===== src/sv/bmr_pkg.sv =====
// Shared types, constants and helpers of the bridge converter reader.
// No dependencies; used by every module of the block.
package bmr_pkg;

	localparam int NUM_CHANNELS = 10;
	localparam int TARE_COUNT   = 10;
	localparam int CH_W         = $clog2(NUM_CHANNELS);
	localparam int DUMMY_CH     = NUM_CHANNELS - 1;
	localparam int SAMPLE_W     = 24;
	localparam int COMP_W       = SAMPLE_W + 1;
	localparam int GAIN_W       = 24;
	localparam int TMO_W        = 24;
	localparam int OFF_W        = 34;
	localparam int SUM_W        = 29;
	localparam int STRAIN_W     = 40;
	localparam int DIFF_W       = OFF_W + 1;
	localparam int PROD_W       = DIFF_W + GAIN_W;
	localparam int SHIFT_Q      = 16;
	localparam int PULSES       = 25;
	localparam int PC_W         = $clog2(PULSES + 1);
	localparam int TC_W         = $clog2(TARE_COUNT + 1);
	localparam int RW           = $clog2(TARE_COUNT + 1);
	localparam int FRAC_W       = 8;
	localparam int STATUS_W     = 2;
	localparam int CFG_IDX_W    = 2;

	// Reciprocal for floor(x / TARE_COUNT), exact for x < 2**SUM_W.
	localparam int REC_SH = SUM_W + $clog2(TARE_COUNT);
	localparam int REC_W  = REC_SH - $clog2(TARE_COUNT) + 2;
	localparam longint unsigned REC_M =
		((64'd1 << REC_SH) + TARE_COUNT - 1) / TARE_COUNT;

	localparam int IN_W  = 16;
	localparam int OUT_W = 104;

	localparam logic [STATUS_W-1:0] ST_OK      = 2'd0;
	localparam logic [STATUS_W-1:0] ST_TIMEOUT = 2'd1;
	localparam logic [STATUS_W-1:0] ST_TARE    = 2'd2;

	localparam logic [CFG_IDX_W-1:0] CFG_ENABLE  = 2'd0;
	localparam logic [CFG_IDX_W-1:0] CFG_GAIN    = 2'd1;
	localparam logic [CFG_IDX_W-1:0] CFG_TIMEOUT = 2'd2;

	typedef enum logic [2:0] {
		PH_IDLE = 3'b001,
		PH_HIGH = 3'b010,
		PH_LOW  = 3'b100
	} phase_t;

	typedef struct packed {
		logic                sck;
		logic                dvalid;
		logic [CH_W-1:0]     ch;
		logic [SAMPLE_W-1:0] raw;
		logic [COMP_W-1:0]   comp;
		logic [STATUS_W-1:0] status;
		logic                busy;
		logic                last;
	} issue_t;

	typedef struct packed {
		logic              clr;
		logic              acc;
		logic              done;
		logic [CH_W-1:0]   ch;
		logic [COMP_W-1:0] comp;
	} tare_op_t;

	function automatic logic [FRAC_W-1:0] frac_of(logic [RW-1:0] r);
		frac_of = FRAC_W'((longint'(r) * 256 * REC_M) >> REC_SH);
	endfunction

endpackage


===== src/sv/bmr_tare.sv =====
// Tare sums and Q.8 offsets; offset = trunc(sum*256/TARE_COUNT) via reciprocal pipeline.
// Depends on bmr_pkg.
module bmr_tare import bmr_pkg::*; (
	input  logic                 clk,
	input  logic                 arst_n,
	input  tare_op_t             op,
	input  logic [CH_W-1:0]      rd_ch,
	output logic [OFF_W-1:0]     offset
);

	logic signed [SUM_W-1:0] sums_q [NUM_CHANNELS-1];
	logic [OFF_W-1:0]        offs_q [NUM_CHANNELS-1];
	logic signed [SUM_W-1:0] sum_new;
	logic                    v_p1, v_p2, v_p3;
	logic                    neg_p1, neg_p2, neg_p3;
	logic [CH_W-1:0]         ch_p1, ch_p2, ch_p3;
	logic [SUM_W-1:0]        abs_p1, abs_p2, q_p2, q_p3;
	logic [RW-1:0]           r_p3;
	logic [SUM_W+REC_W-1:0]  qprod;
	logic [SUM_W-1:0]        qt;
	logic [SUM_W+FRAC_W-1:0] mag;

	assign offset  = (rd_ch == CH_W'(DUMMY_CH)) ? '0 : offs_q[rd_ch];
	assign sum_new = (op.clr ? SUM_W'(0) : sums_q[op.ch]) + SUM_W'($signed(op.comp));
	assign qprod   = (SUM_W + REC_W)'(abs_p1) * (SUM_W + REC_W)'(REC_M);
	assign qt      = abs_p2 - SUM_W'(q_p2 * SUM_W'(TARE_COUNT));
	assign mag     = {q_p3, FRAC_W'(0)} + (SUM_W + FRAC_W)'(frac_of(r_p3));

	always_ff @(posedge clk or negedge arst_n) begin
		if (!arst_n) begin
			v_p1 <= 1'b0;
			v_p2 <= 1'b0;
			v_p3 <= 1'b0;
			for (int i = 0; i < NUM_CHANNELS - 1; i++) begin
				sums_q[i] <= '0;
				offs_q[i] <= '0;
			end
		end else begin
			if (op.clr) begin
				for (int i = 0; i < NUM_CHANNELS - 1; i++) sums_q[i] <= '0;
			end
			if (op.acc) sums_q[op.ch] <= sum_new;
			v_p1 <= op.acc && op.done;
			v_p2 <= v_p1;
			v_p3 <= v_p2;
			if (v_p3) offs_q[ch_p3] <= neg_p3 ? OFF_W'(-mag) : OFF_W'(mag);
		end
	end

	always_ff @(posedge clk) begin
		neg_p1 <= sum_new[SUM_W-1];
		abs_p1 <= sum_new[SUM_W-1] ? SUM_W'(-sum_new) : SUM_W'(sum_new);
		ch_p1  <= op.ch;
		neg_p2 <= neg_p1;
		abs_p2 <= abs_p1;
		ch_p2  <= ch_p1;
		q_p2   <= SUM_W'(qprod >> REC_SH);
		neg_p3 <= neg_p2;
		ch_p3  <= ch_p2;
		q_p3   <= q_p2;
		r_p3   <= qt[RW-1:0];
	end

endmodule


===== config.mk =====
export PLATFORM = sky130hd
export DESIGN_NAME = bmr_tare
export DESIGN_NICKNAME = d
export VERILOG_FILES = /design/src/sv/bmr_pkg.sv /design/src/sv/bmr_tare.sv
export SDC_FILE = /design/constraint.sdc
export NUM_CORES = 2
export LEC_CHECK = 0
export ABC_AREA = 1
export BUFFER_PORTS_ARGS = -buffer_cell sky130_fd_sc_hd__buf_2
export CAP_MARGIN = 10
export CORE_ASPECT_RATIO = 0.8
export CORE_MARGIN = 2
export CORE_UTILIZATION = 50
export DETAILED_ROUTE_END_ITERATION = 16
export HOLD_SLACK_MARGIN = 0.1
export PLACE_DENSITY = 0.77
export REMOVE_ABC_BUFFERS = 1
export SYNTH_ARGS = -nofsm -noshare
export SYNTH_HDL_FRONTEND = slang
export SYNTH_SLANG_ARGS = --single-unit

===== constraint.sdc =====
create_clock -name clk -period 6.5 [get_ports clk]
set_clock_uncertainty 0.2 [all_clocks]
set_input_delay 0.65 -clock clk [delete_from_list [all_inputs] [get_ports clk]]
set_output_delay 0.65 -clock clk [all_outputs]
set_load 0.005 [all_outputs]

Word-level counts from Yosys, hierarchy flattened
Cells that the tools add are included.

operators by class
  $add $sub $neg = 5
  $mul = 3
  divide/modulo/power cells = 0
  magnitude comparators = 5
  equal/unequal tests = 1
  shifts and indexed selects = 0
  multiplexer cells = 18
  bitwise gates (word level) = 3
  reductions and logical operators = 3

operators by type and width
  operator                  number
  $mux W261                 2
  $bwmux W306               1
  $bwmux W261               1
  $mux W34                  5
  $bmux W34 S4              1
  $demux W34 S4             1
  $bmux W29 S4              1
  $demux W29 S4             1
  $mux W29                  4
  $mul A29 B28 Y57 const B  1
  $add A34 B8 Y34           1
  $neg A34 Y34              1
  $mul A4 B28 Y31 const B   1
  $add A29 B25 Y29          1
  $neg A29 Y29              1
  $mux W28                  1
  $mul A26 B3 Y3 const B    1
  $ge A5 B5 Y1 const B      3
  $not A4 Y5                3
  $lt A5 B1 Y1 const B      2
  $eq A4 B4 Y1 const B      1
  $sub A4 B4 Y4             1
  $logic_and A1 B1 Y1       3

storage, ports and cells
  flip-flop bits (word level) = 674
  latch bits = 0
  memory bits (writable) = 0
  memory bits (read-only) = 0
  output and inout bits = 34
  memories kept = 0

Depth between registers and ports, before layout
  depth in word-level cells = 8
  mapped depth = 31

Worst setup path after synthesis
OpenSTA, ideal clock, no wires.

  path type = flip-flop to flip-flop
  from = reg abs_p1[20]
  to = reg q_p2[23]
  data arrival time = 5.460 ns
  data required time = 6.181 ns
  setup slack = 0.722 ns
  cell stages (with the launch flop) = 28
  buffers on the path = 0
  clock period less this slack = 5.778 ns
  path through = dfxtp_1 ha_1 inv_1 fa_1 inv_1 fa_1 inv_1 fa_1 inv_1 fa_1 fa_1 inv_1 fa_1 inv_1 ha_1 nand2_1 nor2_1 inv_1 nor4_1 o21ai_0 nand3_1 nand2_1 nand3_1 nand2_1 inv_1 nor2_1 nand2_1 nand2_1

between the ends
  cells in the longest elaborated chain, start to end = 1

ends and longest elaborated chain
  item                      line            RTL
  start: declaration        bmr_tare.sv:17  logic [SUM_W-1:0] abs_p1, abs_p2, q_p2, q_p3;
  start signal: assignment  bmr_tare.sv:52  abs_p1 <= sum_new[SUM_W-1] ? SUM_W'(-sum_new) : SUM_W'(sum_new);
  $mul A29 B28 Y57          bmr_tare.sv:25  assign qprod = (SUM_W + REC_W)'(abs_p1) * (SUM_W + REC_W)'(REC_M);
  net qprod[56]             bmr_tare.sv:19  logic [SUM_W+REC_W-1:0] qprod;
  end signal: assignment    bmr_tare.sv:57  q_p2 <= SUM_W'(qprod >> REC_SH);
  end: declaration          bmr_tare.sv:17

The timed path passes the listed nets, and every way through them passes these cells.
A chain may end at the register's enable or synchronous reset.

Final worst setup path
  from = reg abs_p1[14]
  to = reg q_p2[23]

The elaborated chain is that of the path after synthesis.

==> reports/results.ini <==
[status]
outcome = complete, no violations

[setup_path]
worstRegToRegCells = 25
critPathKind = flip-flop to flip-flop
reg2reg_from = abs_p1[14]$_DFF_P_
start_kind = flip-flop
reg2reg_slack_ps = 280
rr_endpoint = q_p2[23]$_DFF_P_
end_kind = flip-flop
cp_data_required_time_ps = 6840
arrival_ps = 6560
cp_max_fo = 5

[clock_network]
cts_tree = built
clock-root-buffer = clkbuf_16
cts_buffer_depth = 3
post_cts_buffers = 0
htree_num_levels = 3
path_clk_slew_ps = 70
cts_sinks = 674
clk-insertion-delay-late_ps = 640
cts_inserted_buffers = 70

[global_route]
grt_pass1_vias = 39800
overflow = 0
grt_pass1_wl_um = 230000
grt_usage = 0.305
grt_max_degree = 138
antenna_found_initial = 4

[timing]
hold_violations = 0
drv_slew = 0
finalCritPeriodShare = 0.957
worstMarginPinSlew_ps = 1130
fmax_mhz = 161
slew_headroom = 0.246
fin_crit_ps = 6220
final-setup-viol-count = 0

[routing]
vias = 40500
wirelength_um = 147000
ant_nets = 0
drt_first_pass_iters = 8
vias_per_cell = 5.72
avgRoutedWirePerCell_um = 20.7
dr.first_iter.drc_count = 5049
route.detailed.drc = 0

[worst_hold_path]
holdCritStartpoint = q_p2[10]$_DFF_P_
hold_path_depth = 0
hold_path_end = q_p3[10]$_DFF_P_
hp-class = flip-flop to flip-flop

[die]
ios = 72
initial_core_util = 0.505
die_w_um = 347
fp.dieArea_mm2 = 0.0967
std_cell_rows = 100
coreArea_mm2 = 0.0932
die_h_um = 278

[placed_design]
gp_congestion = 1.03
hpwl_um = 104000
portBuffers = 71

[yosys]
synth_area_leaders = dfrtp_1, fa_1, nand2_1
synth_area_mm2 = 0.0471
synth_cells = 5807
yosysSeqAreaShare = 0.347
yosysUniqueCellTypes = 52
ys_ff_latch = 674
ys_warn_count = 0
synth_top_cell_by_area = dfrtp_1
yosysTopAreaCellShare = 0.303
synth_area_per_cell_um2 = 8.11

[finish]
area_growth_pct = 9.72
num-nets-final = 6489
utilization = 0.554
layout_common_cells = nand2_1, inv_1, dfrtp_1, o21ai_0, nand3_1
drive_gt1_frac = 0.0793
final_common_cell = nand2_1

[job]
maxCapViolCount = 0

==> routing by layer <==
layer	vias up	GRT usage	wire length, um
li1	18500	-	-
met1	19600	0.439	63700
met4	6	0.0833	3910
met2	2157	0.446	61700
met3	293	0.0885	17300
met5	-	0	47
==> logic make-up (layout without fill, tap and decap cells) <==
group	after synthesis	after routing	synth area share
AO/OA/AOI/OAI	965	965	0.123
AND/OR/NAND/NOR	2108	2108	0.186
XOR/XNOR	80	80	0.0165
adder cells (fa/ha/maj)	644	644	0.221
buffers and inverters	1336	1392	0.107
flip-flops	674	674	0.347
other	0	1	0
==> repair_timing <==
action,CTS,global route
setup endpoints to repair,1,13
endpoints found under the hold margin,119,0
resized for setup,1,44
gates cloned,0,0
hold buffers,4,0
==> per-stage QoR <==
stage | std cells | instance area, um2 | worst slack [ps] | hold WS (ps) | TNS, ps
after floorplan | 5554 | 46100 | 407 | 110 | 0
after global routing | 7088 | 51700 | -35.2 | 121 | -35.2
after global placement | 6955 | 49000 | 120 | 111 | 0
after CTS | 7087 | 51600 | 40.2 | 102 | 0
final | 7088 | 51700 | 279 | 119 | 0
after detailed placement | 6955 | 49000 | -76.5 | 112 | -76.5
==> Yosys cell counts (all sizes together) <==
| cell | count |
|---|---|
| a211oi | 1 |
| a21boi | 4 |
| a21o | 19 |
| a21oi | 106 |
| a221oi | 4 |
| a22oi | 56 |
| a31oi | 10 |
| and2 | 3 |
| and3 | 1 |
| buf | 29 |
| clkbuf | 224 |
| clkinv | 12 |
| dfrtp | 570 |
| dfxtp | 104 |
| fa | 312 |
| ha | 332 |
| inv | 1071 |
| nand2 | 1347 |
| nand3 | 338 |
| nand3b | 2 |
| nand4 | 49 |
| nor2 | 324 |
| nor3 | 30 |
| nor3b | 1 |
| nor4 | 8 |
| o2111ai | 16 |
| o211ai | 15 |
| o21a | 7 |
| o21ai | 508 |
| o21bai | 4 |
| o221ai | 96 |
| o22ai | 116 |
| o31ai | 2 |
| o41ai | 1 |
| or2 | 5 |
| xnor2 | 21 |
| xor2 | 59 |
==> sequential cells by signal, summed over array words and instances (netlist names), 4 cells and up <==
name    count
sums_q    261
ch_p2       4
ch_p1       4
ch_p3       4
abs_p2      4
offs_q    306
r_p3        4
q_p3       26
q_p2       26
abs_p1     29
==> worst max path at each step <==
| stage | from | to | slack (ps) |
|---|---|---|---|
| after CTS | abs_p1[5]$_DFF_P_ | q_p2[23]$_DFF_P_ | 40 |
| after global routing | abs_p1[25]$_DFF_P_ | q_p2[23]$_DFF_P_ | -40 |
| after floorplan | op[31] | abs_p1[20]$_DFF_P_ | 410 |
| final | abs_p1[14]$_DFF_P_ | q_p2[23]$_DFF_P_ | 280 |
| after global placement | abs_p1[5]$_DFF_P_ | q_p2[23]$_DFF_P_ | 120 |
| after detailed placement | abs_p1[5]$_DFF_P_ | q_p2[23]$_DFF_P_ | -80 |
==> area by class of cell <==
class                      count  area, um2
fill                        8414      41500
tap                         1224       1530
inverter                    1083       4080
clock inverter                25        332
timing repair buffer         181       1270
multi-input combinational   3797      25900
sequential                   674      16400
clock buffer                 103       2200
antenna                        1       2.50
==> worst max-delay path, cell delays in order, from the launching register on <==
cell	delay, ps
dfxtp_2	370
ha_2	420
inv_1	130
fa_1	500
inv_1	50
fa_1	490
fa_1	540
inv_1	70
fa_1	530
inv_1	50
fa_1	470
inv_1	60
fa_1	530
inv_1	50
ha_1	340
a21o_1	210
a21oi_1	160
o21ai_0	110
a21oi_1	180
nand3_2	140
nand2_1	90
nand3_1	110
nand2_1	80
inv_1	50
o21ai_0	140
nand2_1	70
Power is left out: the tool's default activity adds up to more than one toggle a clock period on the data nets, which glitch-free logic cannot reach.
