**config.mk**
```make
export PLATFORM = sky130hd
export DESIGN_NAME = bmr_strain
export DESIGN_NICKNAME = d
export VERILOG_FILES = /design/src/sv/bmr_pkg.sv /design/src/sv/bmr_strain.sv
export SDC_FILE = /design/constraint.sdc
export NUM_CORES = 2
export LEC_CHECK = 0
export BUFFER_PORTS_ARGS = -buffer_cell sky130_fd_sc_hd__buf_2
export CAP_MARGIN = 20
export CORE_MARGIN = 1.5
export CORE_UTILIZATION = 60
export CTS_BUF_LIST = sky130_fd_sc_hd__clkbuf_8
export DETAILED_ROUTE_END_ITERATION = 16
export HOLD_SLACK_MARGIN = 0.03
export PLACE_DENSITY = 0.79
export SYNTH_ARGS = -nofsm -noshare
export SYNTH_HDL_FRONTEND = slang
export SYNTH_SLANG_ARGS = --single-unit
```
**constraint.sdc**
```tcl
create_clock -name clk -period 9.2 [get_ports clk]
set_clock_uncertainty 0.2 [all_clocks]
set_input_delay 0 -clock clk [delete_from_list [all_inputs] [get_ports clk]]
set_output_delay 0 -clock clk [all_outputs]
set_load 0.01 [all_outputs]
```
**src/sv/bmr_pkg.sv**
```systemverilog
// Shared types, constants and helpers of the bridge converter reader.
// No dependencies; used by every module of the block.
package bmr_pkg;

	localparam int NUM_CHANNELS = 10;
	localparam int TARE_COUNT   = 10;
	localparam int CH_W         = $clog2(NUM_CHANNELS);
	localparam int DUMMY_CH     = NUM_CHANNELS - 1;
	localparam int SAMPLE_W     = 24;
	localparam int COMP_W       = SAMPLE_W + 1;
	localparam int GAIN_W       = 24;
	localparam int TMO_W        = 24;
	localparam int OFF_W        = 34;
	localparam int SUM_W        = 29;
	localparam int STRAIN_W     = 40;
	localparam int DIFF_W       = OFF_W + 1;
	localparam int PROD_W       = DIFF_W + GAIN_W;
	localparam int SHIFT_Q      = 16;
	localparam int PULSES       = 25;
	localparam int PC_W         = $clog2(PULSES + 1);
	localparam int TC_W         = $clog2(TARE_COUNT + 1);
	localparam int RW           = $clog2(TARE_COUNT + 1);
	localparam int FRAC_W       = 8;
	localparam int STATUS_W     = 2;
	localparam int CFG_IDX_W    = 2;

	// Reciprocal for floor(x / TARE_COUNT), exact for x < 2**SUM_W.
	localparam int REC_SH = SUM_W + $clog2(TARE_COUNT);
	localparam int REC_W  = REC_SH - $clog2(TARE_COUNT) + 2;
	localparam longint unsigned REC_M =
		((64'd1 << REC_SH) + TARE_COUNT - 1) / TARE_COUNT;

	localparam int IN_W  = 16;
	localparam int OUT_W = 104;

	localparam logic [STATUS_W-1:0] ST_OK      = 2'd0;
	localparam logic [STATUS_W-1:0] ST_TIMEOUT = 2'd1;
	localparam logic [STATUS_W-1:0] ST_TARE    = 2'd2;

	localparam logic [CFG_IDX_W-1:0] CFG_ENABLE  = 2'd0;
	localparam logic [CFG_IDX_W-1:0] CFG_GAIN    = 2'd1;
	localparam logic [CFG_IDX_W-1:0] CFG_TIMEOUT = 2'd2;

	typedef enum logic [2:0] {
		PH_IDLE = 3'b001,
		PH_HIGH = 3'b010,
		PH_LOW  = 3'b100
	} phase_t;

	typedef struct packed {
		logic                sck;
		logic                dvalid;
		logic [CH_W-1:0]     ch;
		logic [SAMPLE_W-1:0] raw;
		logic [COMP_W-1:0]   comp;
		logic [STATUS_W-1:0] status;
		logic                busy;
		logic                last;
	} issue_t;

	typedef struct packed {
		logic              clr;
		logic              acc;
		logic              done;
		logic [CH_W-1:0]   ch;
		logic [COMP_W-1:0] comp;
	} tare_op_t;

	function automatic logic [FRAC_W-1:0] frac_of(logic [RW-1:0] r);
		frac_of = FRAC_W'((longint'(r) * 256 * REC_M) >> REC_SH);
	endfunction

endpackage

```
**src/sv/bmr_strain.sv**
```systemverilog
// Strain pipeline: multiply stage and saturating output register with stream handshake.
// Depends on bmr_pkg.
module bmr_strain import bmr_pkg::*; (
	input  logic                       clk,
	input  logic                       arst_n,
	input  logic                       iss_valid,
	input  issue_t                     iss,
	input  logic [OFF_W-1:0]           offset,
	input  logic signed [GAIN_W-1:0]   gain,
	output logic                       issue_ok,
	output logic                       out_valid,
	input  logic                       out_ready,
	output issue_t                     out_meta,
	output logic [STRAIN_W-1:0]        out_strain
);

	logic                        v_s1, ov_q, out_load;
	issue_t                      meta_s1;
	logic                        zero_s1;
	logic signed [PROD_W-1:0]    prod_s1;
	logic signed [DIFF_W-1:0]    diff;
	logic signed [PROD_W-SHIFT_Q-1:0] shv;
	logic [STRAIN_W-1:0]         sat;

	localparam logic signed [PROD_W-SHIFT_Q-1:0] SMAX =
		(PROD_W - SHIFT_Q)'({1'b0, {(STRAIN_W-1){1'b1}}});
	localparam logic signed [PROD_W-SHIFT_Q-1:0] SMIN = -SMAX - 1;

	assign out_load  = v_s1 && (!ov_q || out_ready);
	assign issue_ok  = !v_s1 || out_load;
	assign out_valid = ov_q;
	assign diff      = (DIFF_W'($signed(iss.comp)) <<< 8) - DIFF_W'($signed(offset));
	assign shv       = (PROD_W - SHIFT_Q)'(prod_s1 >>> SHIFT_Q);

	always_comb begin
		priority if (zero_s1) sat = '0;
		else if (shv > SMAX)  sat = SMAX[STRAIN_W-1:0];
		else if (shv < SMIN)  sat = SMIN[STRAIN_W-1:0];
		else                  sat = shv[STRAIN_W-1:0];
	end

	always_ff @(posedge clk or negedge arst_n) begin
		if (!arst_n) begin
			v_s1 <= 1'b0;
			ov_q <= 1'b0;
		end else begin
			if (iss_valid)     v_s1 <= 1'b1;
			else if (out_load) v_s1 <= 1'b0;
			if (out_load)       ov_q <= 1'b1;
			else if (out_ready) ov_q <= 1'b0;
		end
	end

	always_ff @(posedge clk) begin
		if (iss_valid) begin
			meta_s1 <= iss;
			zero_s1 <= !iss.dvalid || (iss.ch == CH_W'(DUMMY_CH));
			prod_s1 <= PROD_W'(diff) * PROD_W'(gain);
		end
		if (out_load) begin
			out_meta   <= meta_s1;
			out_strain <= sat;
		end
	end

endmodule
```
Yosys cells after proc, flatten, opt, wreduce, memory -nomap -nowiden
Index checks and enable logic that the tools add are counted.
Widths: inputs -> output; s select.
{"block": "word_totals", "output_inout_bits": 101, "ff_bits": 220, "inputBits": 121}
{"block": "classes", "order_cmp": 2, "multipliers": 1, "addsub": 1, "n_reduce_logical": 10, "mux": 6, "n_eq_ne": 1}
{"operator": "$mul 35x24->59", "n": 1}
{"operator": "$gt 43x40->1 const B", "n": 1}
{"operator": "$lt 43x40->1 const B", "n": 1}
{"operator": "$mux 40", "n": 1}
{"operator": "$mux 39", "n": 1}
{"operator": "$sub 33x34->35", "n": 1}
{"operator": "$eq 4x4->1 const B", "n": 1}
{"operator": "$mux 1", "n": 4}
{"operator": "$reduce_bool 2->1", "n": 2}
{"operator": "$logic_not 1->1", "n": 3}
{"operator": "$logic_or 1x1->1", "n": 3}
{"operator": "$reduce_or 2->1", "n": 1}
{"operator": "$logic_and 1x1->1", "n": 1}

Depth between registers and ports, before layout
{"block": "logic_depth", "word_depth": 5, "depth_mapped": 37, "mapped_depth_nobuf": 35}

Worst setup path after synthesis
Ideal clock, no wire load.
{"block": "synth_path", "path_type": "input-to-reg", "startpoint": "input offset[26]", "endpoint": "register prod_s1[57], data pin", "slack_ps": -412, "stages": 35, "t_arrival_ps": 9151, "cell_sequence": "inv_1 > ha_1 > a21o_1 > a21oi_1 > nor2b_1 > a311o_1 > a211o_1 > o221a_2 > o21ai_2 > a31o_4 > buf_2 > nand2_1 > fa_1 > inv_1 > fa_1 > fa_1 > clkbuf_1 > xor2_1 > xnor2_1 > fa_1 > fa_1 > inv_1 > fa_1 > inv_1 > ha_1 > clkbuf_1 > a21o_1 > a21o_1 > a21o_1 > a21o_1 > a211o_1 > a21o_1 > or4_1 > a31oi_1 > a21oi_1"}
{"block": "synth_between", "elab_chain_cells": 2}
{"item": "start, declared", "line": "bmr_strain.sv:8", "rtl": "input logic [OFF_W-1:0] offset,"}
{"item": "$sub 33x34->35", "line": "bmr_strain.sv:32", "rtl": "assign diff = (DIFF_W'($signed(iss.comp)) <<< 8) - DIFF_W'($signed(offset));"}
{"item": "$mul 35x24->59", "line": "bmr_strain.sv:58", "rtl": "prod_s1 <= PROD_W'(diff) * PROD_W'(gain);"}
{"item": "end signal, assigned", "line": "bmr_strain.sv:58"}
{"item": "end, declared", "line": "bmr_strain.sv:20", "rtl": "logic signed [PROD_W-1:0] prod_s1;"}
Every way passes these cells.
A chain may end at the register's enable or synchronous reset.

Worst setup path after layout
{"block": "layout_path", "startpoint": "input iss[23] (netlist name)", "endpoint": "register prod_s1[57], data pin"}
{"block": "layout_between", "elab_chain_cells": 2}
{"item": "start, declared", "line": "bmr_strain.sv:7", "rtl": "input issue_t iss,"}
{"item": "$sub 33x34->35", "line": "bmr_strain.sv:32"}
{"item": "$mul 35x24->59", "line": "bmr_strain.sv:58"}
Every way passes these cells.

==> results by group <==
Logic synthesis
  • Post-synthesis cell type count: 70
  • Synthesized flop and latch total: 204
  • Cell area after synthesis: 0.03704 sq mm
  • Synth Flop Type: edfxtp_1
  • EDFF count, synth: 202
  • Post-Synthesis Cells: 3662
  • Ranking of synthesized cells by area: fa_1 45%, edfxtp_1 16%, inv_1 8.9%, and2_1 6.5%, ha_1 6.1%
  • Synth warnings: 0
  • Top cell type by total area after synthesis: fa_1
  • Syn Nets: 4803
  • Top cell type's share of synthesized area: 0.4540
  • Avg Synthesized Cell Area: 10.12 sq um
  • Sequential share of the synthesized area: 0.1651
  • Post-synth ARST share: 0.009804

CTS
  • Worst skew pair latency: 0.57 ns
  • Num Clock Sinks: 204
  • Clock Tree Buf Depth: 3
  • Root Driver: clkbuf_8
  • H-tree lvl count: 2
  • Clk pin slew, worst setup/hold paths: 0.06 ns
  • CTS tree: yes
  • CTS buffer count: 34

Cells and area
  • Most frequent cells in the layout: 884 x inv_1, 839 x fa_1, 462 x nand2_1
  • Final core utilization: 0.7055
  • Post-Layout Cell Count: 4952
  • Fraction of layout cells with a size suffix above 1: 0.1447
  • Commonest non-fill, non-tap cell in the layout: inv_1
  • Synthesis-to-finish area growth: 15.60%
  • Nets: 5287

Detailed routing
  • Vias: 27.30k
  • Number of DRC markers in iteration 0: 1773
  • Antenna viol nets, final: 0
  • WL/cell: 19.38 um
  • Final WL: 95.97 mm
  • Pre-antenna DRT Iters: 5
  • Vias per inst: 5.514
  • Drc violations: 0

Timing
  • Fin. max-slew vios: 0
  • # setup viols final: 0
  • Final min period: 9.024 ns
  • Slew @ Worst Pin: 1.001 ns
  • Worst Hold Slack: 0.07140 ns
  • Peak Freq: 110.8 MHz
  • Fin. Hold Viols: 0
  • RSZ-0062 raised after global routing: yes
  • Headroom to the max-slew limit: 0.3293
  • Setup TNS: 0 ns
  • Post-route clock period utilization: 0.9808

Worst setup path
  • Delay-heaviest family, CP: adder cells
  • Critical Path Fanout Max: 5
  • CP endpoint kind: register
  • R2r startpoint: out_valid
  • WP data arrival: 9.14 ns
  • Most frequent CP cell: fa_1
  • Terminus of the critical flop-to-flop path: out_meta[15]
  • Reg2Reg Setup Slack: 6.82 ns
  • CP max-delay cell: fa_1
  • Kind of critical path: in -> reg
  • Crit start category: input pin
  • Register-to-Register Path Depth: 3
  • Worst path buffer plus inverter count: 8
  • CP peak stage delay: 0.62 ns
  • Worst EP required: 9.31 ns

Global route
  • GRT overflow: 0
  • Antenna violations before repair: 3
  • Global-route wire length before repair: 154.8 mm
  • Overall Global Routing Usage: 0.3184
  • Number of global-route vias before repair: 29.86k
  • Pin count of the biggest net entering global routing: 64

Placed design
  • I/O Buffers: 221
  • Cell total after placement: 4761
  • Post-detail-place hpwl: 74.49 mm
  • Final GP Congestion: 0.9265

Floorplanning
  • # rows: 90
  • Die Y-Extent: 251.5 um
  • I/O Pins: 222
  • Core ar.: 0.06070 sq mm
  • Initial core utilization: 0.6103
  • Die ar.: 0.06323 sq mm
  • Die Wd: 251.5 um

Job
  • # Max-Cap Violations: 0

Min path
  • WHS Path Cells: 4
  • Hold path start: out_ready
  • Worst min path class: in -> reg
  • Hold worst-path end: v_s1

Outcome
  • Status: finished clean
[final cells by class]
cell class,instances,area [sq um]
Clock inverter,23,155.1
Sequential cell,204,6116
Multi-Input combinational cell,2406,27230
Fill cell,4348,17880
Tap cell,782,978.4
Antenna cell,2,5.005
Inverter,880,3303
Timing Repair Buffer,620,4548
Clock buffer,35,481.7
[cell usage after synthesis, types with 3 or more instances]
| cell type | count |
|---|---|
| nor2b_1 | 11 |
| inv_1 | 878 |
| o21ai_1 | 6 |
| edfxtp_1 | 202 |
| nand2_1 | 463 |
| fa_1 | 840 |
| and2_1 | 385 |
| a21o_1 | 51 |
| a31oi_1 | 14 |
| o31a_1 | 3 |
| a22o_1 | 4 |
| o21bai_1 | 8 |
| nor3_1 | 14 |
| clkbuf_2 | 3 |
| a21oi_1 | 61 |
| o21a_1 | 44 |
| nand4_1 | 16 |
| xnor2_1 | 61 |
| nand2b_1 | 21 |
| a22oi_1 | 4 |
| ha_1 | 180 |
| o211ai_1 | 5 |
| xnor2_2 | 4 |
| o41ai_2 | 3 |
| nor2_1 | 61 |
| buf_2 | 15 |
| clkbuf_1 | 152 |
| a211oi_1 | 3 |
| and3_1 | 9 |
| o21ai_0 | 29 |
| xor2_1 | 37 |
| and4_1 | 3 |
| a211o_1 | 4 |
| or3_1 | 5 |
| nand3_1 | 14 |
[registers in the layout, summed over array words and instances (netlist names)]
signal / flops
out_valid: 1
prod_s1: 43
meta_s1: 59
v_s1: 1
zero_s1: 1
out_strain: 40
out_meta: 59
[kinds of logic after synthesis]
logic type,count (synthesis),share of synthesized area
AO/OA/AOI/OAI,266,0.05060
adder cells (fa/ha/maj),1020,0.5148
multiplexers,1,0.0004052
AND/OR/NAND/NOR,1014,0.1360
buffers and inverters,1054,0.1077
XOR/XNOR,103,0.02537
flip-flops,204,0.1651
[worst min-delay path, stage by stage]
cell and delay [ns]:
dlygate4sd3_1 0.52, buf_2 0.10, nand3b_1 0.12, nand2b_1 0.06
[metal layers]
metal,wire (um),track usage,up-vias
li1,-,-,11810
met1,35200,0.3970,14020
met2,48270,0.5448,1180
met3,7494,0.05334,292
met4,4990,0.1496,2
met5,13,0,-
[what timing repair did]
action                                  in CTS  in global routing
hold endpoints to repair                   143                  0
endpoints found under the setup margin       0                 25
gates resized for setup                      0                 27
buffers inserted                             0                  6
hold buffers                               122                  0
[how the worst max path moves through the flow]
stage	start	depth (start not counted)	slack (ns)	to
finish	iss[23]	33	0.18	prod_s1[57]
global route	iss[7]	37	-0.17	prod_s1[57]
CTS	iss[14]	33	0.004	prod_s1[57]
detailed placement	offset[0]	34	-0.22	prod_s1[57]
global placement	offset[8]	37	-0.15	prod_s1[40]
floorplan	offset[26]	35	0.004	prod_s1[57]
[through the flow]
stage	area (sq um)	setup WS (ns)
after detailed placement	40700	-0.2233
after CTS	42560	0.004035
final	42820	0.1765
after global routing	42820	-0.1696
after global placement	40700	-0.1549
after floorplan	37050	0.004466
Power is not shown: default switching activity piles up to over one toggle a cycle in this logic, so the estimate is an artifact.
