$ cat config.mk
export PLATFORM = sky130hd
export DESIGN_NAME = bmr_ctrl
export DESIGN_NICKNAME = d
export VERILOG_FILES = /design/src/sv/bmr_pkg.sv /design/src/sv/bmr_ctrl.sv
export SDC_FILE = /design/constraint.sdc
export NUM_CORES = 1
export LEC_CHECK = 0
export ABC_AREA = 1
export BUFFER_PORTS_ARGS = -buffer_cell sky130_fd_sc_hd__buf_4
export CAP_MARGIN = 20
export CORE_UTILIZATION = 40
export CTS_CLUSTER_DIAMETER = 50
export DETAILED_ROUTE_END_ITERATION = 12
export GPL_TIMING_DRIVEN = 0
export SLEW_MARGIN = 10
export SYNTH_ARGS = -nofsm -noshare
export SYNTH_HDL_FRONTEND = slang
export SYNTH_SLANG_ARGS = --single-unit
$ cat constraint.sdc
create_clock -name clk -period 6.5 [get_ports clk]
set_clock_uncertainty 0.15 [all_clocks]
set_input_delay 0 -clock clk [delete_from_list [all_inputs] [get_ports clk]]
set_output_delay 0 -clock clk [all_outputs]
set_load 0.02 [all_outputs]
$ cat src/sv/bmr_pkg.sv
// Shared types, constants and helpers of the bridge converter reader.
// No dependencies; used by every module of the block.
package bmr_pkg;

	localparam int NUM_CHANNELS = 10;
	localparam int TARE_COUNT   = 10;
	localparam int CH_W         = $clog2(NUM_CHANNELS);
	localparam int DUMMY_CH     = NUM_CHANNELS - 1;
	localparam int SAMPLE_W     = 24;
	localparam int COMP_W       = SAMPLE_W + 1;
	localparam int GAIN_W       = 24;
	localparam int TMO_W        = 24;
	localparam int OFF_W        = 34;
	localparam int SUM_W        = 29;
	localparam int STRAIN_W     = 40;
	localparam int DIFF_W       = OFF_W + 1;
	localparam int PROD_W       = DIFF_W + GAIN_W;
	localparam int SHIFT_Q      = 16;
	localparam int PULSES       = 25;
	localparam int PC_W         = $clog2(PULSES + 1);
	localparam int TC_W         = $clog2(TARE_COUNT + 1);
	localparam int RW           = $clog2(TARE_COUNT + 1);
	localparam int FRAC_W       = 8;
	localparam int STATUS_W     = 2;
	localparam int CFG_IDX_W    = 2;

	// Reciprocal for floor(x / TARE_COUNT), exact for x < 2**SUM_W.
	localparam int REC_SH = SUM_W + $clog2(TARE_COUNT);
	localparam int REC_W  = REC_SH - $clog2(TARE_COUNT) + 2;
	localparam longint unsigned REC_M =
		((64'd1 << REC_SH) + TARE_COUNT - 1) / TARE_COUNT;

	localparam int IN_W  = 16;
	localparam int OUT_W = 104;

	localparam logic [STATUS_W-1:0] ST_OK      = 2'd0;
	localparam logic [STATUS_W-1:0] ST_TIMEOUT = 2'd1;
	localparam logic [STATUS_W-1:0] ST_TARE    = 2'd2;

	localparam logic [CFG_IDX_W-1:0] CFG_ENABLE  = 2'd0;
	localparam logic [CFG_IDX_W-1:0] CFG_GAIN    = 2'd1;
	localparam logic [CFG_IDX_W-1:0] CFG_TIMEOUT = 2'd2;

	typedef enum logic [2:0] {
		PH_IDLE = 3'b001,
		PH_HIGH = 3'b010,
		PH_LOW  = 3'b100
	} phase_t;

	typedef struct packed {
		logic                sck;
		logic                dvalid;
		logic [CH_W-1:0]     ch;
		logic [SAMPLE_W-1:0] raw;
		logic [COMP_W-1:0]   comp;
		logic [STATUS_W-1:0] status;
		logic                busy;
		logic                last;
	} issue_t;

	typedef struct packed {
		logic              clr;
		logic              acc;
		logic              done;
		logic [CH_W-1:0]   ch;
		logic [COMP_W-1:0] comp;
	} tare_op_t;

	function automatic logic [FRAC_W-1:0] frac_of(logic [RW-1:0] r);
		frac_of = FRAC_W'((longint'(r) * 256 * REC_M) >> REC_SH);
	endfunction

endpackage

$ cat src/sv/bmr_ctrl.sv
// Tick sequencer: ready wait, clock pulses, sampling, tare bookkeeping, result issue.
// Depends on bmr_pkg.
module bmr_ctrl import bmr_pkg::*; (
	input  logic                    clk,
	input  logic                    arst_n,
	input  logic                    in_fire,
	input  logic [NUM_CHANNELS-1:0] pins,
	input  logic                    tare_req,
	input  logic                    enable,
	input  logic [TMO_W-1:0]        timeout,
	input  logic                    issue_ok,
	output logic                    emit_busy,
	output logic                    iss_valid,
	output issue_t                  iss,
	output tare_op_t                op
);

	phase_t                phase_q, phase_d;
	logic [PC_W-1:0]       pc_q, pc_d;
	logic [SAMPLE_W-1:0]   sh_q [NUM_CHANNELS];
	logic [SAMPLE_W-1:0]   sh_d [NUM_CHANNELS];
	logic [TMO_W-1:0]      wc_q, wc_d, lim;
	logic                  tact_q, tact_d;
	logic [TC_W-1:0]       tcnt_q, tcnt_d;
	logic                  emit_q, emit_d;
	logic [CH_W-1:0]       ech_q, ech_d;
	logic                  eacc_q, eacc_d, edone_q, edone_d, ebusy_q, ebusy_d;
	logic [STATUS_W-1:0]   est_q, est_d;
	logic                  req_take;
	logic signed [COMP_W-1:0] raw_sel, raw_dum;

	assign emit_busy = emit_q;
	assign lim       = (timeout == '0) ? TMO_W'(1) : timeout;
	assign raw_sel   = COMP_W'($signed(sh_q[ech_q]));
	assign raw_dum   = COMP_W'($signed(sh_q[DUMMY_CH]));

	always_comb begin
		phase_d   = phase_q;
		pc_d      = pc_q;
		sh_d      = sh_q;
		wc_d      = wc_q;
		tact_d    = tact_q;
		tcnt_d    = tcnt_q;
		emit_d    = emit_q;
		ech_d     = ech_q;
		eacc_d    = eacc_q;
		edone_d   = edone_q;
		ebusy_d   = ebusy_q;
		est_d     = est_q;
		iss       = '0;
		iss_valid = 1'b0;
		op        = '0;
		req_take  = in_fire && tare_req && !tact_q;
		if (req_take) begin
			tact_d = 1'b1;
			tcnt_d = '0;
			op.clr = 1'b1;
		end
		if (in_fire) begin
			iss_valid = 1'b1;
			iss.last  = 1'b1;
			unique case (phase_q)
				PH_IDLE: begin
					if (enable && pins == '0) begin
						for (int i = 0; i < NUM_CHANNELS; i++) sh_d[i] = '0;
						pc_d    = '0;
						wc_d    = '0;
						phase_d = PH_HIGH;
						iss.sck = 1'b1;
					end else if (enable) begin
						wc_d = wc_q + TMO_W'(1);
						if (wc_d >= lim) begin
							iss.status = ST_TIMEOUT;
							wc_d       = '0;
						end
					end else begin
						wc_d = '0;
					end
				end
				PH_LOW: begin
					phase_d = PH_HIGH;
					iss.sck = 1'b1;
				end
				PH_HIGH: begin
					if (pc_q < PC_W'(SAMPLE_W)) begin
						for (int i = 0; i < NUM_CHANNELS; i++)
							sh_d[i] = sh_q[i] | (SAMPLE_W'(pins[i])
								<< (PC_W'(SAMPLE_W - 1) - pc_q));
					end
					pc_d = pc_q + PC_W'(1);
					if (pc_q < PC_W'(PULSES - 1)) begin
						phase_d = PH_LOW;
					end else begin
						// completion: channel results follow from the emit counter
						phase_d   = PH_IDLE;
						pc_d      = '0;
						iss_valid = 1'b0;
						eacc_d    = tact_d;
						edone_d   = 1'b0;
						est_d     = ST_OK;
						if (tact_d) begin
							tcnt_d = tcnt_d + TC_W'(1);
							if (tcnt_d >= TC_W'(TARE_COUNT)) begin
								tact_d  = 1'b0;
								tcnt_d  = '0;
								est_d   = ST_TARE;
								edone_d = 1'b1;
							end
						end
						ebusy_d = tact_d;
						emit_d  = 1'b1;
						ech_d   = '0;
					end
				end
				default: phase_d = PH_IDLE;
			endcase
			iss.busy = tact_d;
		end else if (emit_q && issue_ok) begin
			iss_valid  = 1'b1;
			iss.dvalid = 1'b1;
			iss.ch     = ech_q;
			iss.raw    = sh_q[ech_q];
			iss.comp   = (ech_q == CH_W'(DUMMY_CH)) ? '0 : raw_sel - raw_dum;
			iss.status = est_q;
			iss.busy   = ebusy_q;
			iss.last   = (ech_q == CH_W'(DUMMY_CH));
			op.acc     = eacc_q && (ech_q != CH_W'(DUMMY_CH));
			op.done    = edone_q;
			op.ch      = ech_q;
			op.comp    = iss.comp;
			ech_d      = ech_q + CH_W'(1);
			if (iss.last) emit_d = 1'b0;
		end
	end

	always_ff @(posedge clk or negedge arst_n) begin
		if (!arst_n) begin
			phase_q <= PH_IDLE;
			pc_q    <= '0;
			wc_q    <= '0;
			tact_q  <= 1'b0;
			tcnt_q  <= '0;
			emit_q  <= 1'b0;
			ech_q   <= '0;
			eacc_q  <= 1'b0;
			edone_q <= 1'b0;
			ebusy_q <= 1'b0;
			est_q   <= ST_OK;
			for (int i = 0; i < NUM_CHANNELS; i++) sh_q[i] <= '0;
		end else begin
			phase_q <= phase_d;
			pc_q    <= pc_d;
			wc_q    <= wc_d;
			tact_q  <= tact_d;
			tcnt_q  <= tcnt_d;
			emit_q  <= emit_d;
			ech_q   <= ech_d;
			eacc_q  <= eacc_d;
			edone_q <= edone_d;
			ebusy_q <= ebusy_d;
			est_q   <= est_d;
			sh_q    <= sh_d;
		end
	end

endmodule

Word-level counts from Yosys, hierarchy flattened
Index checks and enable logic that the tools add are counted.

operators by class
  add/subtract/negate cells = 6
  order comparisons = 4
  equality and inequality tests = 9
  shift-type cells = 10
  mux-type cells = 59
  bitwise logic cells = 12
  reductions and logical operators = 18

operators by type and width
  cell                                                             number
  240-bit 2-to-1 mux                                               2
  240-bit case mux with 2 select lines                             1
  24-bit OR                                                        10
  1-bit by 5-bit left shift with 24-bit output                     10
  24-bit 2-to-1 mux                                                6
  24-bit binary-select mux with 4-bit select                       1
  31-bit 2-to-1 mux                                                2
  58-bit 2-to-1 mux                                                1
  54-bit 2-to-1 mux                                                1
  4-bit 2-to-1 mux                                                 11
  25-bit 2-to-1 mux                                                1
  24-bit by 24-bit subtractor with 25-bit output                   1
  24-bit by 1-bit adder with 24-bit output, second input constant  1
  24-bit greater-or-equal comparator                               1
  24-bit logical NOT                                               1
  1-bit 2-to-1 mux                                                 24
  10-bit logical NOT                                               1
  5-bit 2-to-1 mux                                                 2
  5-bit case mux with 2 select lines                               1
  3-bit case mux with 3 select lines                               1
  3-bit AND reduction                                              3
  4-bit by 1-bit adder with 4-bit output, second input constant    2
  4-bit AND reduction                                              2
  3-bit 2-to-1 mux                                                 2
  other kinds (20)                                                 30

storage, ports and cells
  bits in registers = 287
  input bits = 40
  output and inout bits = 93
  word-level logic and storage cells = 139

Longest topological paths before layout
Gate-level depths: netlist of run 1.

  word-level depth = 10
  gate-level depth with buffers = 22
  depth with buffers taken out = 19

Least setup slack after synthesis of run 1
No wires, ideal clock.

  kind = register -> output
  from = register ech_q[0]
  to = output op[21] in the netlist's numbering
  arrival = 3.007 ns
  required time = 6.350 ns
  path slack = 3.343 ns
  stages on the path, launching flop included = 19
  path buffers = 3
  cell sequence = dfrtp_1 inv_1 clkbuf_1 clkbuf_1 a21oi_1 o21ai_0 nand3_1 nand3_1 nand2_1 ha_1 nand2_1 nor2_1 inv_1 o21ai_0 nand2_1 nand4_1 nand2_1 nor2_1 buf_4

RTL lines
  what                      RTL line         text
  start: declaration        bmr_ctrl.sv:26   logic [CH_W-1:0] ech_q, ech_d;
  start signal: assignment  bmr_ctrl.sv:157  ech_q <= ech_d;
  end: declaration          bmr_ctrl.sv:15   output tare_op_t op

==> metrics, run 1 <==
area taken by multi-input logic gates=0.00938 mm²; aggregate routed wire length=75100 µm; Post-Syn Nets=2719; cell types with the largest area share after synthesis=sky130_fd_sc_hd__dfrtp_1 38%, sky130_fd_sc_hd__nand2_1 9.0%, sky130_fd_sc_hd__o21ai_0 7.3%; share of the clock period used by the worst path after layout=0.789; proportion of netlist area held by the largest area contributor=0.381; Layout Area Growth over Synthesis=18.2%; net load switching power=3.30 mW; max capacitance violation total=0; Distinct cells, synth=43; filler cell count=4637; number of instances in the synthesized netlist=2623; largest net degree at the start of global routing=89; total track usage=0.316; Setup WS pre-CTS=2.20 ns; number of rows in the core area=78; flip-flop and latch count after synthesis=285; most used flip-flop cell after synthesis=sky130_fd_sc_hd__dfrtp_1; worst path arrival time=4.98 ns; Post-DP HPWL=57100 µm; setup repair after global routing missed its margin=false; async set or reset register ratio after synthesis=1.00; antenna violation net count after detailed routing=0; Worst IR Drop VDD=0.197 mV; outcome=finished, final reports clean; DR pass1 iterations=6; clock sink count=285; Final min period=5.13 ns; worst hold slack=0.0245 ns; area of the placeable core=0.0457 mm²; post-route standard cell area excluding fillers=0.0220 mm²; count of flip-flops with a built-in enable after synthesis=0; Worst Tran Pin Value=1.06 ns; type of destination of the critical path=primary output; standby leakage power=10.7 nW; final-stage net count=2916; clock buffers created by TritonCTS=42; final hold viol count=0; Placement Cell Area=0.0205 mm²; H-tree levels=2; syn avg cell area=7.10 µm²; initial DRC count=2409; area occupied by registers=0.00713 mm²; path class of the lowest-slack min-delay path=input pin to register; worst setup path category=register to primary output; commonest non-fill, non-tap cells in the layout=445 x sky130_fd_sc_hd__nand2_1, 303 x sky130_fd_sc_hd__inv_1, 284 x sky130_fd_sc_hd__dfrtp_1, 271 x sky130_fd_sc_hd__o21ai_0, 218 x sky130_fd_sc_hd__nand3_1; number of global-route vias before repair=18633; power share of the clock group=0.308; RePlAce Congestion=1.03; Die H=218 µm; Boundary Pins=133; Post-CTS Resized=0; Worst-Skew Late Latency=0.58 ns; leading area contributor after synthesis=sky130_fd_sc_hd__dfrtp_1; Clk pin slew, worst setup/hold paths=0.06 ns; routed length per placed instance=21.7 µm; first-pass GRT wire length=113000 µm; number of endpoints failing setup at the final stage=0; part of the power in combinational logic=0.416; Port Buf Inserts=132; Post-Synthesis Cell Area=0.0186 mm²; ANT cells=0; vias per inst=5.68; Max Fanout on Critical Path=10; library cell used as clock root buffer=sky130_fd_sc_hd__clkbuf_16; layout cells sized above 1=0.102; CTS max path bufs=3; vias after detailed routing=19616; Seq/Total Area, Yosys=0.383; worst-case headroom to the max-slew limit=0.291; Ys Warns=0; proportion of power drawn by flip-flops and latches=0.275; total grt overflow=0; sw frac=0.450; setup slack after layout=1.37 ns; TritonCTS clock tree=built; Horiz. Die Dim=218 µm; pins over their slew limit=0; initial standard-cell utilization of the core=0.408; Internal Pwr Total=4.03 mW; Crit path required time=6.35 ns; f_max=0.195 GHz; areal power density over the cells=333 mW/mm²; antenna violations before repair=0; accumulated negative setup slack=0 ns; Die Area=0.0474 mm²; final total power=7.33 mW; element type at the critical path start=register; post-route DRC violation count=0; leading cell type in the layout, fill and taps excluded=sky130_fd_sc_hd__nand2_1
==> layer usage <==
layer  global-route usage  vias up  routed length, µm
met3               0.0692      202               7380
met2                0.467      968              32200
met1                0.436     9362              31900
met5                    0        -                  0
li1                     -     9084                  -
met4                0.152        0               3610
==> state kept, by name, indices dropped and copies added (netlist names) <==
| register | count |
|---|---|
| emit_busy | 1 |
| sh_q | 216 |
| raw_dum | 24 |
| wc_q | 24 |
| phase_q | 3 |
| ebusy_q | 1 |
| eacc_q | 1 |
| tact_q | 1 |
| pc_q | 5 |
| ech_q | 4 |
| tcnt_q | 4 |
| est_q | 1 |
==> Yosys cell counts (all sizes together), types with 2 or more instances <==
| cell | instances |
|---|---|
| nand2 | 448 |
| nor4 | 4 |
| a21boi | 121 |
| o21ai | 278 |
| o21a | 2 |
| xor2 | 14 |
| inv | 308 |
| a21o | 3 |
| o211ai | 48 |
| nor3 | 134 |
| o221ai | 8 |
| xnor2 | 10 |
| ha | 55 |
| clkinv | 4 |
| nand3 | 218 |
| o21bai | 3 |
| a21oi | 211 |
| or2 | 3 |
| nor3b | 2 |
| dfrtp | 284 |
| and2 | 4 |
| nor2 | 220 |
| clkbuf | 116 |
| nand3b | 2 |
| o22ai | 8 |
| buf | 88 |
| nand4 | 23 |
==> power by group through the flow <==
stage | Sequential (mW) | Combinational (mW) | Clock [mW]
2_1_floorplan | 2.01 | 1.77 | 0
3_3_place_gp | 2.04 | 2.91 | 0
3_5_place_dp | 2.04 | 2.93 | 0
4_1_cts | 2.01 | 2.95 | 2.27
5_1_grt | 2.03 | 3.28 | 2.34
6_report | 2.02 | 3.05 | 2.26
==> cell families (layout without fill, tap and decap cells) <==
| logic type | count (synthesis) | count (layout) | share of synthesized area |
|---|---|---|---|
| xor+xnor | 24 | 24 | 0.0113 |
| flops | 285 | 285 | 0.383 |
| buf+inv | 516 | 745 | 0.114 |
| fa+ha+maj | 56 | 56 | 0.0380 |
| simple gates | 1058 | 1058 | 0.244 |
| compound gates | 684 | 684 | 0.210 |
==> final cells by class <==
type	instances	area share
clock buffer	55	0.0541
timing repair buffer	153	0.0577
clock inverter	21	0.00773
tap	600	0.0341
sequential	285	0.324
inverter	312	0.0532
buffer	204	0.0429
multi-input combinational	1822	0.426
==> per-stage QoR <==
step,util,cells
6_report,0.482,3452
3_3_place_gp,0.446,3355
5_1_grt,0.482,3452
2_1_floorplan,-,2623
3_5_place_dp,0.448,3358
4_1_cts,0.482,3452
==> path summary, 6_finish.rpt <==
kind                                           to  cells after the start                  from  slack [ns]
hold / removal               wc_q[18]$_DFFE_PN0P_                      9           timeout[23]        0.02
min in group asynchronous  phase_q[0]$_DFFE_PN1P_                      3                arst_n        0.36
max in group asynchronous   sh_q[174]$_DFFE_PN0P_                      5                arst_n        4.91
setup reg to reg             wc_q[11]$_DFFE_PN0P_                     17   wc_q[0]$_DFFE_PN0P_        2.77
setup / recovery                           op[24]                     18  ech_q[0]$_DFFE_PN0P_        1.37
hold reg to reg              sh_q[94]$_DFFE_PN0P_                      2  sh_q[94]$_DFFE_PN0P_        0.35
==> worst max-delay path, cell delays in order, from the launching register on <==
cell,delay (ns)
sky130_fd_sc_hd__dfrtp_1,0.53
sky130_fd_sc_hd__buf_2,0.35
sky130_fd_sc_hd__clkbuf_1,0.82
sky130_fd_sc_hd__nor2_1,0.19
sky130_fd_sc_hd__o221ai_1,0.30
sky130_fd_sc_hd__nand3_1,0.28
sky130_fd_sc_hd__nand2_1,0.23
sky130_fd_sc_hd__ha_1,0.32
sky130_fd_sc_hd__nand2_1,0.15
sky130_fd_sc_hd__inv_1,0.05
sky130_fd_sc_hd__a21oi_1,0.23
sky130_fd_sc_hd__nand2_1,0.21
sky130_fd_sc_hd__nand3_1,0.15
sky130_fd_sc_hd__nand3_1,0.08
sky130_fd_sc_hd__nand2_1,0.06
sky130_fd_sc_hd__inv_1,0.04
sky130_fd_sc_hd__nor2_1,0.14
sky130_fd_sc_hd__buf_4,0.13
sky130_fd_sc_hd__buf_4,0.12
==> timing repair <==
item                       CTS  global route
hold endpoints to repair   194             0
setup buffers                0             0
hold buffers                18             0
setup endpoints to repair    0             0
No activity file was read; power rests on OpenSTA's default activity.
==> run 2: changes to the inputs <==
- ABC_AREA: 1 -> 0
- clock period: 6.5 -> 4.3 ns (I/O delays scaled with it)
==> metrics, run 2 <==
commonest non-fill, non-tap cells in the layout=282 x sky130_fd_sc_hd__dfrtp_1, 179 x sky130_fd_sc_hd__buf_4, 163 x sky130_fd_sc_hd__nand2_1, 131 x sky130_fd_sc_hd__nor2_1, 119 x sky130_fd_sc_hd__o21ai_0; worst setup path category=register to primary output; leading cell type in the layout, fill and taps excluded=sky130_fd_sc_hd__dfrtp_1; number of global-route vias before repair=12749; Seq/Total Area, Yosys=0.461; initial DRC count=916; Layout Area Growth over Synthesis=24.1%; Distinct cells, synth=61; filler cell count=3453; flip-flop count of the largest register after layout=216; outcome=complete, but fails checks; start point of the worst hold path=timeout[23]; element type at the critical path start=register; Port Buf Inserts=132; CTS max path bufs=3; worst-case headroom to the max-slew limit=0.353; area of the placeable core=0.0378 mm²; largest net degree at the start of global routing=104; Die Area=0.0395 mm²; worst hold stages=7; areal power density over the cells=328 mW/mm²; Crit path required time=4.15 ns; share of the clock period used by the worst path after layout=1.11; cell count after placement=2211; Clk pin slew, worst setup/hold paths=0.06 ns; violated checks=setup timing; antenna violations before repair=0; worst path arrival time=4.63 ns; Horiz. Die Dim=199 µm; syn avg cell area=9.88 µm²; cell types with the largest area share after synthesis=sky130_fd_sc_hd__dfrtp_1 46%, sky130_fd_sc_hd__mux4_2 7.0%, sky130_fd_sc_hd__a22o_1 5.0%; internal reg-to-reg setup slack=0.31 ns; f_max=0.209 GHz; clock sink count=285; number of instances in the synthesized netlist=1566; total track usage=0.239; proportion of netlist area held by the largest area contributor=0.459; Worst Tran Pin Value=0.968 ns; max capacitance violation total=0; final-stage net count=1874; most numerous cell types in the synthesized netlist=284 x sky130_fd_sc_hd__dfrtp_1, 164 x sky130_fd_sc_hd__nand2_1, 131 x sky130_fd_sc_hd__nor2_1; pins over their slew limit=0; aggregate routed wire length=46200 µm; antenna violation net count after detailed routing=0; RePlAce Congestion=0.886; Worst-Skew Late Latency=0.54 ns; path class of the lowest-slack min-delay path=input pin to register; clock buffers created by TritonCTS=37; routed length per placed instance=20.0 µm; async set or reset register ratio after synthesis=1.00; Max Fanout on Critical Path=6; dominant cell by count in the synthesized netlist=sky130_fd_sc_hd__dfrtp_1; ANT cells=0; DR pass1 iterations=5; standby leakage power=8.92 nW; number of cell instances on the worst register-to-register path=15; Hold Path Sink=wc_q[11]$_DFFE_PN0P_; most used flip-flop cell after synthesis=sky130_fd_sc_hd__dfrtp_1; TritonCTS clock tree=built; number of rows in the core area=71; initial standard-cell utilization of the core=0.409; vias after detailed routing=12861; leading area contributor after synthesis=sky130_fd_sc_hd__dfrtp_1; library cell used as clock root buffer=sky130_fd_sc_hd__clkbuf_16; Boundary Pins=133; count of flip-flops with a built-in enable after synthesis=0; accumulated negative setup slack=-7.12 ns; setup repair after global routing missed its margin=true; Post-Syn Nets=1662; register bank with the most flops=sh_q; reg-to-reg endpoint=wc_q[13]$_DFFE_PN0P_; Post-DP HPWL=33000 µm; vias per inst=5.56; Die H=199 µm; layout cells sized above 1=0.220; Ys Warns=0; flip-flop and latch count after synthesis=285; H-tree levels=2; Worst IR Drop VDD=0.239 mV; reg2reg start=wc_q[2]$_DFFE_PN0P_; type of destination of the critical path=primary output; Post-Synthesis Cell Area=0.0155 mm²; non-filler cells, final=2313; total grt overflow=0; number of endpoints failing setup at the final stage=27; setup slack after layout=-0.483 ns; first-pass GRT wire length=73100 µm; final hold viol count=0; post-route DRC violation count=0; Final min period=4.78 ns
[run 2: cell types whose count changed after synthesis, moves of 80 or more]
cell                       before  now
sky130_fd_sc_hd__a21boi_1      80    0
sky130_fd_sc_hd__nand3_1      218   39
sky130_fd_sc_hd__nand2_1      445  164
sky130_fd_sc_hd__inv_1        303   59
sky130_fd_sc_hd__nor2_1       216  131
sky130_fd_sc_hd__o21ai_0      271  123
sky130_fd_sc_hd__a22o_1         0   88
sky130_fd_sc_hd__a21oi_1      211  112
sky130_fd_sc_hd__nor3_1       133   13
[run 2: worst max path at each step]
stage / startpoint / end / slack [ns] / cells past startpoint
2_1_floorplan: ech_q[0]$_DFFE_PN0P_ / op[24] / -0.08 / 16
3_3_place_gp: ech_q[2]$_DFFE_PN0P_ / op[24] / -0.90 / 16
3_5_place_dp: ech_q[2]$_DFFE_PN0P_ / op[24] / -0.92 / 16
4_1_cts: ech_q[0]$_DFFE_PN0P_ / op[24] / -0.54 / 17
5_1_grt: ech_q[0]$_DFFE_PN0P_ / op[24] / -0.63 / 17
6_report: ech_q[0]$_DFFE_PN0P_ / op[24] / -0.48 / 17
[run 2: area by class of cell]
class	instances	area [µm²]	share of cell area
Tap cell	511	639	0.0333
Timing Repair Buffer	175	1450	0.0755
Buffer	138	746	0.0389
Clock buffer	46	1030	0.0537
Clock inverter	17	246	0.0128
Sequential cell	285	7140	0.372
Inverter	60	225	0.0117
Multi-Input combinational cell	1081	7720	0.402
[run 2: routing by layer]
| metal | GRT usage | vias up | wire length [µm] |
|---|---|---|---|
| li1 | - | 5953 | - |
| met1 | 0.336 | 6401 | 20800 |
| met5 | 0 | - | 0 |
| met3 | 0.0293 | 73 | 2430 |
| met2 | 0.388 | 434 | 21800 |
| met4 | 0.0689 | 0 | 1170 |
[run 2: where the power goes]
part           switching [mW]  internal [mW]
Combinational           0.227          0.116
Clock                    1.21           2.01
Sequential             0.0213           2.71
[run 2: per-stage QoR]
step	hold slack, ns	power (mW)	worst slack (ns)	utilization	cell area [µm²]
floorplan	-0.446	2.92	-0.0765	-	15500
global placement	0.158	3.09	-0.901	0.452	17100
detailed placement	-0.0925	3.10	-0.922	0.454	17200
CTS	0.162	6.34	-0.539	0.501	19000
global route	0.238	6.48	-0.627	0.507	19200
finish	0.181	6.29	-0.483	0.507	19200
[run 2: cells by family after synthesis]
group                    count (synthesis)  synth area share
flip-flops                             285             0.461
multiplexers                            99             0.103
AND/OR/NAND/NOR                        484             0.147
XOR/XNOR                                40            0.0226
adder cells (fa/ha/maj)                 56            0.0458
AO/OA/AOI/OAI                          402             0.163
buffers and inverters                  200            0.0582
[run 2: worst max-delay path: stages, from the launching register on]
cell	delay [ns]
sky130_fd_sc_hd__dfrtp_2	0.45
sky130_fd_sc_hd__buf_12	0.15
sky130_fd_sc_hd__buf_12	0.11
sky130_fd_sc_hd__mux4_2	0.53
sky130_fd_sc_hd__mux2i_1	0.20
sky130_fd_sc_hd__o22a_1	0.21
sky130_fd_sc_hd__ha_2	0.21
sky130_fd_sc_hd__inv_2	0.04
sky130_fd_sc_hd__fa_2	0.36
sky130_fd_sc_hd__a21o_1	0.18
sky130_fd_sc_hd__a221o_2	0.40
sky130_fd_sc_hd__o311ai_4	0.24
sky130_fd_sc_hd__a31oi_1	0.14
sky130_fd_sc_hd__nor2b_2	0.21
sky130_fd_sc_hd__o21ai_2	0.11
sky130_fd_sc_hd__a221oi_2	0.29
sky130_fd_sc_hd__buf_4	0.16
sky130_fd_sc_hd__buf_6	0.10
[run 2: what timing repair did]
action	in CTS	in global routing
resized for setup	62	41
pin swaps	12	12
endpoints found under the setup margin	43	37
setup buffers	14	8
hold endpoints to repair	309	0
hold buffers	19	0
